===== src/design/spq_pkg.sv =====
// Package with the types and constants of the stable priority queue.
`timescale 1ns / 1ps

package spq_pkg;

  localparam int QUEUE_DEPTH  = 16;
  localparam int ID_BITS      = 16;
  localparam int URGENCY_BITS = 8;
  localparam int COUNT_BITS   = $clog2(QUEUE_DEPTH + 1);

  typedef enum logic {
    OP_ENQUEUE = 1'b0,
    OP_DEQUEUE = 1'b1
  } opcode_e;

  typedef enum logic [1:0] {
    ST_DONE  = 2'd0,
    ST_EMPTY = 2'd1,
    ST_FULL  = 2'd2
  } status_e;

  typedef struct packed {
    logic                    valid;
    logic [ID_BITS-1:0]      id;
    logic [URGENCY_BITS-1:0] urgency;
  } entry_t;

  typedef struct packed {
    logic                    enq;
    logic                    deq;
    logic [ID_BITS-1:0]      id;
    logic [URGENCY_BITS-1:0] urgency;
  } cell_cmd_t;

endpackage


===== src/design/spq_cell.sv =====
// One slot of the sorted queue: holds an entry and shifts with its neighbors.
`timescale 1ns / 1ps

module spq_cell
  import spq_pkg::*;
(
  input  logic      clk_i,
  input  logic      rst_ni,
  input  cell_cmd_t cmd_i,
  input  entry_t    left_i,
  input  logic      left_gt_i,
  input  entry_t    right_i,
  output entry_t    entry_o,
  output logic      gt_o
);

  logic                    valid_q;
  logic [ID_BITS-1:0]      id_q;
  logic [URGENCY_BITS-1:0] urgency_q;
  entry_t                  entry_d;

  // A slot yields its place when it is empty or holds a strictly less urgent entry.
  assign gt_o          = !valid_q || (urgency_q > cmd_i.urgency);
  assign entry_o.valid   = valid_q;
  assign entry_o.id      = id_q;
  assign entry_o.urgency = urgency_q;

  always_comb begin
    entry_d = entry_o;
    if (cmd_i.enq && gt_o) begin
      if (left_gt_i) begin
        entry_d = left_i;
      end else begin
        entry_d.valid   = 1'b1;
        entry_d.id      = cmd_i.id;
        entry_d.urgency = cmd_i.urgency;
      end
    end else if (cmd_i.deq) begin
      entry_d = right_i;
    end
  end

  always_ff @(posedge clk_i or negedge rst_ni) begin
    if (!rst_ni) begin
      valid_q <= 1'b0;
    end else begin
      valid_q <= entry_d.valid;
    end
  end

  always_ff @(posedge clk_i) begin
    id_q      <= entry_d.id;
    urgency_q <= entry_d.urgency;
  end

endmodule


===== src/design/stable_priority_queue.sv =====
// A result is offered in the cycle after its operation is transferred.
// Throughput: one enqueue or dequeue per cycle while the result is taken, since every
// slot cell updates from its neighbors at once and an output register holds the result.
// Reset empties the queue: all slot valid bits and the entry count are cleared.
// Slot contents are not reset and are only read once written.
`timescale 1ns / 1ps

module stable_priority_queue
  import spq_pkg::*;
(
  input  logic                    clk_i,
  input  logic                    rst_ni,
  input  logic                    in_valid_i,
  output logic                    in_ready_o,
  input  logic                    opcode_i,
  input  logic [ID_BITS-1:0]      task_id_i,
  input  logic [URGENCY_BITS-1:0] urgency_i,
  output logic                    out_valid_o,
  input  logic                    out_ready_i,
  output logic [1:0]              status_o,
  output logic [ID_BITS-1:0]      head_id_o,
  output logic [URGENCY_BITS-1:0] head_urgency_o,
  output logic [COUNT_BITS-1:0]   occupancy_o
);

  localparam logic [COUNT_BITS-1:0] FullCount = COUNT_BITS'(QUEUE_DEPTH);

  entry_t                    entries [QUEUE_DEPTH];
  logic   [QUEUE_DEPTH-1:0]  gts;
  logic   [QUEUE_DEPTH-1:0]  valid_vec;
  cell_cmd_t                 cmd;
  entry_t                    empty_entry;

  logic                      in_fire;
  logic                      is_full;
  logic                      is_empty;
  logic [COUNT_BITS-1:0]     count_q, count_d;
  logic                      out_valid_q;
  status_e                   status_q, status_d;
  logic [ID_BITS-1:0]        head_id_q, head_id_d;
  logic [URGENCY_BITS-1:0]   head_urg_q, head_urg_d;

  assign in_ready_o = !out_valid_q || out_ready_i;
  assign in_fire    = in_valid_i && in_ready_o;
  assign is_full    = (count_q == FullCount);
  assign is_empty   = (count_q == '0);

  assign empty_entry = '0;

  assign cmd.enq     = in_fire && (opcode_e'(opcode_i) == OP_ENQUEUE) && !is_full;
  assign cmd.deq     = in_fire && (opcode_e'(opcode_i) == OP_DEQUEUE) && !is_empty;
  assign cmd.id      = task_id_i;
  assign cmd.urgency = urgency_i;

  for (genvar gi = 0; gi < QUEUE_DEPTH; gi++) begin : g_cell
    entry_t left_ent;
    entry_t right_ent;
    logic   left_gt;

    if (gi == 0) begin : g_first
      assign left_ent = empty_entry;
      assign left_gt  = 1'b0;
    end else begin : g_mid
      assign left_ent = entries[gi-1];
      assign left_gt  = gts[gi-1];
    end

    if (gi == QUEUE_DEPTH - 1) begin : g_last
      assign right_ent = empty_entry;
    end else begin : g_inner
      assign right_ent = entries[gi+1];
    end

    spq_cell u_cell (
      .clk_i     (clk_i),
      .rst_ni    (rst_ni),
      .cmd_i     (cmd),
      .left_i    (left_ent),
      .left_gt_i (left_gt),
      .right_i   (right_ent),
      .entry_o   (entries[gi]),
      .gt_o      (gts[gi])
    );

    assign valid_vec[gi] = entries[gi].valid;
  end

  always_comb begin
    count_d    = count_q;
    status_d   = ST_DONE;
    head_id_d  = '0;
    head_urg_d = '0;
    if (opcode_e'(opcode_i) == OP_ENQUEUE) begin
      if (is_full) begin
        status_d = ST_FULL;
      end else begin
        count_d = count_q + 1'b1;
      end
    end else begin
      if (is_empty) begin
        status_d = ST_EMPTY;
      end else begin
        count_d    = count_q - 1'b1;
        head_id_d  = entries[0].id;
        head_urg_d = entries[0].urgency;
      end
    end
  end

  always_ff @(posedge clk_i or negedge rst_ni) begin
    if (!rst_ni) begin
      count_q     <= '0;
      out_valid_q <= 1'b0;
    end else begin
      if (in_fire) begin
        count_q <= count_d;
      end
      if (in_ready_o) begin
        out_valid_q <= in_valid_i;
      end
    end
  end

  always_ff @(posedge clk_i) begin
    if (in_fire) begin
      status_q   <= status_d;
      head_id_q  <= head_id_d;
      head_urg_q <= head_urg_d;
    end
  end

  assign out_valid_o    = out_valid_q;
  assign status_o       = status_q;
  assign head_id_o      = head_id_q;
  assign head_urgency_o = head_urg_q;
  assign occupancy_o    = count_q;

  a_count_bound : assert property (@(posedge clk_i) disable iff (!rst_ni)
    count_q <= FullCount)
    else $error("Entry count exceeds the queue depth.");

  a_valid_matches_count : assert property (@(posedge clk_i) disable iff (!rst_ni)
    $countones(valid_vec) == 32'(count_q))
    else $error("Slot valid bits disagree with the entry count.");

  a_head_sorted : assert property (@(posedge clk_i) disable iff (!rst_ni)
    (entries[0].valid && entries[1].valid) |-> (entries[0].urgency <= entries[1].urgency))
    else $error("The head slot is less urgent than its neighbor.");

  a_enq_grows : assert property (@(posedge clk_i) disable iff (!rst_ni)
    cmd.enq |=> (count_q == $past(count_q) + 1'b1))
    else $error("An accepted enqueue did not add one entry.");

  a_deq_shrinks : assert property (@(posedge clk_i) disable iff (!rst_ni)
    cmd.deq |=> (count_q == $past(count_q) - 1'b1))
    else $error("An accepted dequeue did not remove one entry.");

endmodule


===== config.mk =====
export PLATFORM = sky130hd
export DESIGN_NAME = stable_priority_queue
export DESIGN_NICKNAME = d
export VERILOG_FILES = /design/src/design/spq_pkg.sv /design/src/design/spq_cell.sv /design/src/design/stable_priority_queue.sv
export SDC_FILE = /design/constraint.sdc
export NUM_CORES = 1
export LEC_CHECK = 0
export BUFFER_PORTS_ARGS = -buffer_cell sky130_fd_sc_hd__buf_2
export CORE_UTILIZATION = 30
export CTS_CLUSTER_SIZE = 25
export DETAILED_ROUTE_END_ITERATION = 10
export PLACE_DENSITY = 0.55
export SYNTH_ARGS = -nofsm -noshare
export SYNTH_HDL_FRONTEND = slang
export SYNTH_HIERARCHICAL = 1
export SYNTH_SLANG_ARGS = --single-unit

===== constraint.sdc =====
create_clock -name clk_i -period 10.86 [get_ports clk_i]
set_input_delay 0.543 -clock clk_i [delete_from_list [all_inputs] [get_ports clk_i]]
set_output_delay 0.543 -clock clk_i [all_outputs]
set_load 0.1 [all_outputs]

==> impl_metrics.yaml, run 1 <==
global_route:
  track_usage_pct: 13.0
  antenna_found_initial: 0
  first_pass_grt_wire_length_microns: 99300
  via_count_of_the_first_global_routing_pass: 17100
  grt_max_degree: 49
  gr-total-overflow: 0
sta:
  share_of_the_cycle_needed_by_the_critical_path_after_routing_pct: 33.6
  final_report_max_slew_violation_count: 0
  skew_ns: 0.0266
  worst-slew-pin-transition_ns: 1.26
  report.final.setup_viol: 0
  timing.final.hold_violations: 0
  fin_crit_ns: 3.64
  setup_tns_ns: 0
  timing.slew.headroom_pct: 15.9
  grt_setup_unrepaired: "no"
  max_clock_freq_ghz: 0.274
  crit_path_setup_slack_layout_ns: 7.22
placement:
  place_area_sq_um: 29700
  globalplace.congestion: 0.818
  detailedPlacementHpwl_microns: 47000
  io_buffers: 61
  dpl_worst_slack_ns: 6.90
setup_path:
  worst_r2r_startpoint: "out_valid_o"
  cp_data_arrival_time_ns: 3.86
  critPathLaunchType: "flip-flop"
  path_class: "reg2reg"
  rr_worst_depth: 7
  r2r_setup_slack_ns: 7.22
  critical_path_required_ns: 11.08
  timing.rr.end: "g_cell[7].u_cell/id_q[0]"
  crit_path_end_kind: "flip-flop"
  worstPathMaxFanout: 48
power:
  combPwrFrac_pct: 30.7
  total_switching_power_mw: 1.85
  power.share.sequential_pct: 40.5
  p_sw_share_pct: 31.1
  static-leakage-power_nw: 11.7
  power.total_mw: 5.96
  irDropWorstVdd_v: 0.0000940
  power.internal_mw: 4.11
  power_density_nw_per_um2: 190
  proportion_of_power_drawn_by_the_clock_network_pct: 28.8
detailed_routing:
  routed_wirelength_microns: 62600
  route.detailed.vias_per_inst: 4.74
  drt_first_iter_violations: 1013
  route.vias.total: 16400
  route.detailed.wl_per_inst_microns: 18.1
  drc_errors: 0
  drt_first_pass_iters: 5
  ant_nets: 0
synth:
  synthesis.instances: 2082
  syn-mean-instance-area_sq_um: 13.6
  ys_warn_count: 6
  mappedNetlistArea_sq_um: 28300
floorplan:
  initial_core_util_pct: 30.3
  die_h_microns: 309
  std_cell_rows: 112
  number_of_top_level_design_ports: 62
  floorplan.die.width_microns: 309
  core_region_area_sq_um: 93300
  die_area_sq_um: 95500
cells_and_area:
  layout.cell_area.non_filler_sq_um: 31400
  areaGrowthSynthToFinish_pct: 11.0
  final_nets: 2334
  fillerInstances: 9188
  antenna_cells_inserted: 0
  drive_gt1_share_pct: 40.4
clock_network:
  maximum_level_of_the_cts_h_tree: 2
  cts_resized: 0
  cts_buffers: 51
  cts-hold-fix-buffers: 1
  cts-root-buf: "sky130_fd_sc_hd__clkbuf_16"
  cts_buffer_depth: 3
  post_cts_buffers: 0
  cts_tree: "yes"
  numClockSinks: 432
  clkTransAtPathRegs_ns: 0.06
  clock_latency_ns: 0.61
hold_path:
  min-delay-start: "in_valid_i"
  hold_path_depth: 2
  hold-path-endpoint: "out_valid_o"
  worst_hold_path_type: "in2reg"
run:
  max_cap_violations: 0
run_status:
  outcome: "finished, final reports clean"
[routing by layer]
metal	GRT usage [%]	vias to the layer above	wire, microns
met5	0	-	0
met4	3.70	0	1440
met3	1.93	85	2490
met2	19.9	340	27000
met1	18.8	8022	31700
li1	-	7986	-
[metrics by stage]
| stage | hold WS (ns) | instances | utilization [%] |
|---|---|---|---|
| 2_1_floorplan | 0.247 | 2136 | - |
| 3_3_place_gp | 0.529 | 3373 | 31.9 |
| 3_5_place_dp | 0.536 | 3373 | 31.9 |
| 4_1_cts | 0.117 | 3469 | 33.6 |
| 5_1_grt | 0.153 | 3469 | 33.6 |
| 6_report | 0.168 | 3469 | 33.6 |
[flip-flops by register name (all words and copies together) (netlist names)]
signal                   cells
status_o                     2
g_cell.u_cell/valid_q       16
g_cell.u_cell/id_q         256
head_id_o                   16
out_valid_o                  1
head_urgency_o               8
g_cell.u_cell/urgency_q    128
occupancy_o                  5
[power by group through the flow]
stage          Clock [mW]  Combinational [mW]  Sequential (mW)
4_1_cts              1.78                1.84             2.41
3_5_place_dp            0                1.83             2.45
6_report             1.72                1.83             2.41
3_3_place_gp            0                1.77             2.44
2_1_floorplan           0                1.39             2.48
5_1_grt              1.83                1.98             2.44
[how the worst max path moves through the flow]
stage	depth (start not counted)	from	end	slack [ns]
2_1_floorplan	7	out_valid_o	g_cell[0].u_cell/id_q[0]	4.84
3_3_place_gp	8	out_ready_i	g_cell[11].u_cell/id_q[8]	6.98
3_5_place_dp	7	urgency_i[0]	g_cell[11].u_cell/id_q[7]	6.90
4_1_cts	7	out_valid_o	g_cell[11].u_cell/urgency_q[1]	7.18
5_1_grt	7	out_valid_o	g_cell[8].u_cell/urgency_q[4]	6.96
6_report	7	out_valid_o	g_cell[7].u_cell/id_q[0]	7.22
[cell type report]
cell class | instances | area (sq um) | share of cell area (%)
Clock inverter | 38 | 354 | 1.13
Tap cell | 1254 | 1570 | 5.00
Inverter | 131 | 492 | 1.57
Timing Repair Buffer | 84 | 480 | 1.53
Multi-Input combinational cell | 1473 | 14300 | 45.7
Sequential cell | 432 | 12900 | 41.0
Clock buffer | 57 | 1300 | 4.14
[layout by cell type (no fill, tap or decap), drive strengths merged, types with 3 or more instances in the layout]
master and n:
buf 83, dfrtp 22, a21bo 16, nor2b 16, o21ai 114, o32a 16, a211oi 17, edfxtp 410
nand2 131, nand3b 16, mux2 657, and2 26, nor2 34, clkbuf 57, nand4 33, clkinv 27
bufinv 6, xnor2 3, o21a 16, o211ai 16, a21o 17, ha 131, a21oi 50, nand2b 50
inv 135, o221a 16, or2 16, conb 55, a31oi 17
[worst max-delay path, stage by stage (launching register included)]
cell and delay, ns:
sky130_fd_sc_hd__dfrtp_1 0.37, sky130_fd_sc_hd__nand2b_1 0.13, sky130_fd_sc_hd__nand2_1 0.21, sky130_fd_sc_hd__a211oi_4 0.25, sky130_fd_sc_hd__buf_4 0.45, sky130_fd_sc_hd__a21bo_2 0.30, sky130_fd_sc_hd__a31oi_4 0.87, sky130_fd_sc_hd__or2_2 0.64
No activity file was read; power rests on OpenSTA's default activity.
==> run 2, diff against run 1 <==
Settings changed: PLACE_DENSITY 0.55 to 0.57.
Clock period 10.86 ns to 3 ns, I/O delays scaled along.
==> impl_metrics.yaml, run 2 (synthesis gave the netlist of run 1 again) <==
run_status:
  outcome: "finished, final reports clean"
cells_and_area:
  layout.cell_area.non_filler_sq_um: 32300
  final_nets: 2392
  final_common_cell: "sky130_fd_sc_hd__edfxtp_1"
  top_register: "g_cell.u_cell/id_q"
  largestRegisters: "g_cell.u_cell/id_q (256), g_cell.u_cell/urgency_q (128)"
  layout_common_cells: "sky130_fd_sc_hd__edfxtp_1, sky130_fd_sc_hd__mux2_2, sky130_fd_sc_hd__mux2_4"
  fillerInstances: 9159
  flip_flop_count_of_the_largest_register_after_layout: 256
  areaGrowthSynthToFinish_pct: 14.3
  drive_gt1_share_pct: 41.8
power:
  proportion_of_power_drawn_by_the_clock_network_pct: 28.1
  combPwrFrac_pct: 32.1
  power_density_nw_per_um2: 676
  static-leakage-power_nw: 12.1
  power.internal_mw: 15.2
  p_sw_share_pct: 30.4
  irDropWorstVdd_v: 0.000399
  power.share.sequential_pct: 39.8
  total_switching_power_mw: 6.65
sta:
  hold_ws_ns: 0.0337
  max_clock_freq_ghz: 0.373
  fin_crit_ns: 2.68
  grt_setup_unrepaired: "no"
  report.final.setup_viol: 0
  timing.final.hold_violations: 0
  share_of_the_cycle_needed_by_the_critical_path_after_routing_pct: 89.4
  timing.slew.headroom_pct: 48.4
  skew_ns: 0.0143
  final_report_max_slew_violation_count: 0
  setup_tns_ns: 0
  worst-slew-pin-transition_ns: 0.774
clock_network:
  cts-root-buf: "sky130_fd_sc_hd__clkbuf_16"
  clock_latency_ns: 0.59
  cts_buffer_depth: 3
  cts_tree: "yes"
  clkTransAtPathRegs_ns: 0.06
  post_cts_buffers: 0
  cts_buffers: 50
  cts_resized: 0
  numClockSinks: 432
  maximum_level_of_the_cts_h_tree: 2
run:
  max_cap_violations: 0
placement:
  globalplace.congestion: 0.825
  io_buffers: 61
  place_area_sq_um: 30700
  detailedPlacementHpwl_microns: 46900
detailed_routing:
  drc_errors: 0
  route.vias.total: 16500
  met3WireLength_microns: 1990
  met2_wirelength_microns: 28000
  wirelength_met1_microns: 30000
  drt_first_pass_iters: 5
  route.detailed.wl_per_inst_microns: 17.4
  routed_wirelength_microns: 61500
  ant_nets: 0
  drt_first_iter_violations: 982
  topRoutingLayerUsed: "met4"
  route.detailed.vias_per_inst: 4.69
floorplan:
  number_of_top_level_design_ports: 62
  floorplan.die.width_microns: 309
  die_h_microns: 309
  die_area_sq_um: 95500
  core_region_area_sq_um: 93300
  std_cell_rows: 112
  initial_core_util_pct: 30.3
global_route:
  first_pass_grt_wire_length_microns: 98600
  grt_max_degree: 49
  track_usage_pct: 12.8
  via_count_of_the_first_global_routing_pass: 17500
  antenna_found_initial: 2
  gr-total-overflow: 0
setup_path:
  cp_data_arrival_time_ns: 3.02
  r2r_setup_slack_ns: 0.32
  rr_worst_depth: 9
  crit_path_end_kind: "flip-flop"
  critPathLaunchType: "flip-flop"
  path_class: "reg2reg"
  timing.rr.end: "g_cell[14].u_cell/id_q[4]"
  worst_r2r_startpoint: "g_cell[13].u_cell/urgency_q[1]"
  worstPathMaxFanout: 32
  critical_path_required_ns: 3.34
hold_path:
  hold_path_depth: 5
  min-delay-start: "out_ready_i"
  hold-path-endpoint: "occupancy_o[3]"
  worst_hold_path_type: "in2reg"
==> run 2: cell count changes in the layout (fill, tap and decap cells not counted), sizes merged <==
cell | before | now
inv | 135 | 132
diode | 0 | 1
clkbuf | 57 | 69
clkinvlp | 1 | 0
buf | 83 | 139
dlygate4sd3 | 1 | 4
clkinv | 27 | 17
==> run 2: through the flow <==
step	utilization, %	instances	setup WS (ns)	power (mW)
3_3_place_gp	32.8	3429	0.179	15.6
2_1_floorplan	-	2136	-0.351	14.0
5_1_grt	34.6	3527	0.216	23.0
3_5_place_dp	32.8	3429	0.0945	15.9
6_report	34.6	3527	0.318	21.8
4_1_cts	34.6	3526	0.327	22.1
==> run 2: power by group through the flow <==
stage | sequential, mW | combinational, mW | clock (mW)
after floorplan | 8.97 | 5.07 | 0
final | 8.70 | 7.02 | 6.13
after global placement | 8.78 | 6.85 | 0
after CTS | 8.70 | 7.08 | 6.36
after detailed placement | 8.82 | 7.05 | 0
after global routing | 8.81 | 7.61 | 6.54
==> run 2: worst max-delay path by stage <==
stage / start / endpoint / slack [ns]
after floorplan: out_valid_o / g_cell[2].u_cell/id_q[0] / -0.35
after global placement: urgency_i[0] / g_cell[7].u_cell/id_q[5] / 0.18
after detailed placement: urgency_i[0] / g_cell[4].u_cell/id_q[0] / 0.09
after CTS: occupancy_o[0] / g_cell[3].u_cell/urgency_q[4] / 0.33
after global routing: g_cell[13].u_cell/urgency_q[1] / g_cell[14].u_cell/id_q[8] / 0.22
final: g_cell[13].u_cell/urgency_q[1] / g_cell[14].u_cell/id_q[4] / 0.32
==> run 2: layout make-up <==
class	instances	area (sq um)	area share, %
repair buffers	143	1370	4.23
inverters	131	492	1.52
flip-flops and latches	432	12900	39.8
clock inverters	24	293	0.906
well taps	1254	1570	4.85
diodes	1	2.50	0.00774
clock buffers	69	1330	4.12
multi-input cells	1473	14400	44.5
==> run 2: critical path, stage by stage, from the launching register on <==
cell                       delay (ns)
sky130_fd_sc_hd__edfxtp_1        0.46
sky130_fd_sc_hd__ha_1            0.33
sky130_fd_sc_hd__nor2b_1         0.14
sky130_fd_sc_hd__o211ai_1        0.10
sky130_fd_sc_hd__a21o_1          0.23
sky130_fd_sc_hd__a21oi_1         0.13
sky130_fd_sc_hd__nand2b_1        0.18
sky130_fd_sc_hd__buf_12          0.21
sky130_fd_sc_hd__mux2_2          0.37
sky130_fd_sc_hd__mux2_4          0.25
==> run 2: metal layers <==
metal,vias up,GRT usage [%]
met4,0,3.99
met5,-,0
met3,89,1.71
met2,283,20.8
met1,8039,17.5
li1,8117,-
==> run 2: what timing repair did <==
item                                   in CTS  in global routing
endpoints found under the hold margin      26                  0
setup endpoints to repair                   0                  0
hold buffers                                4                  0
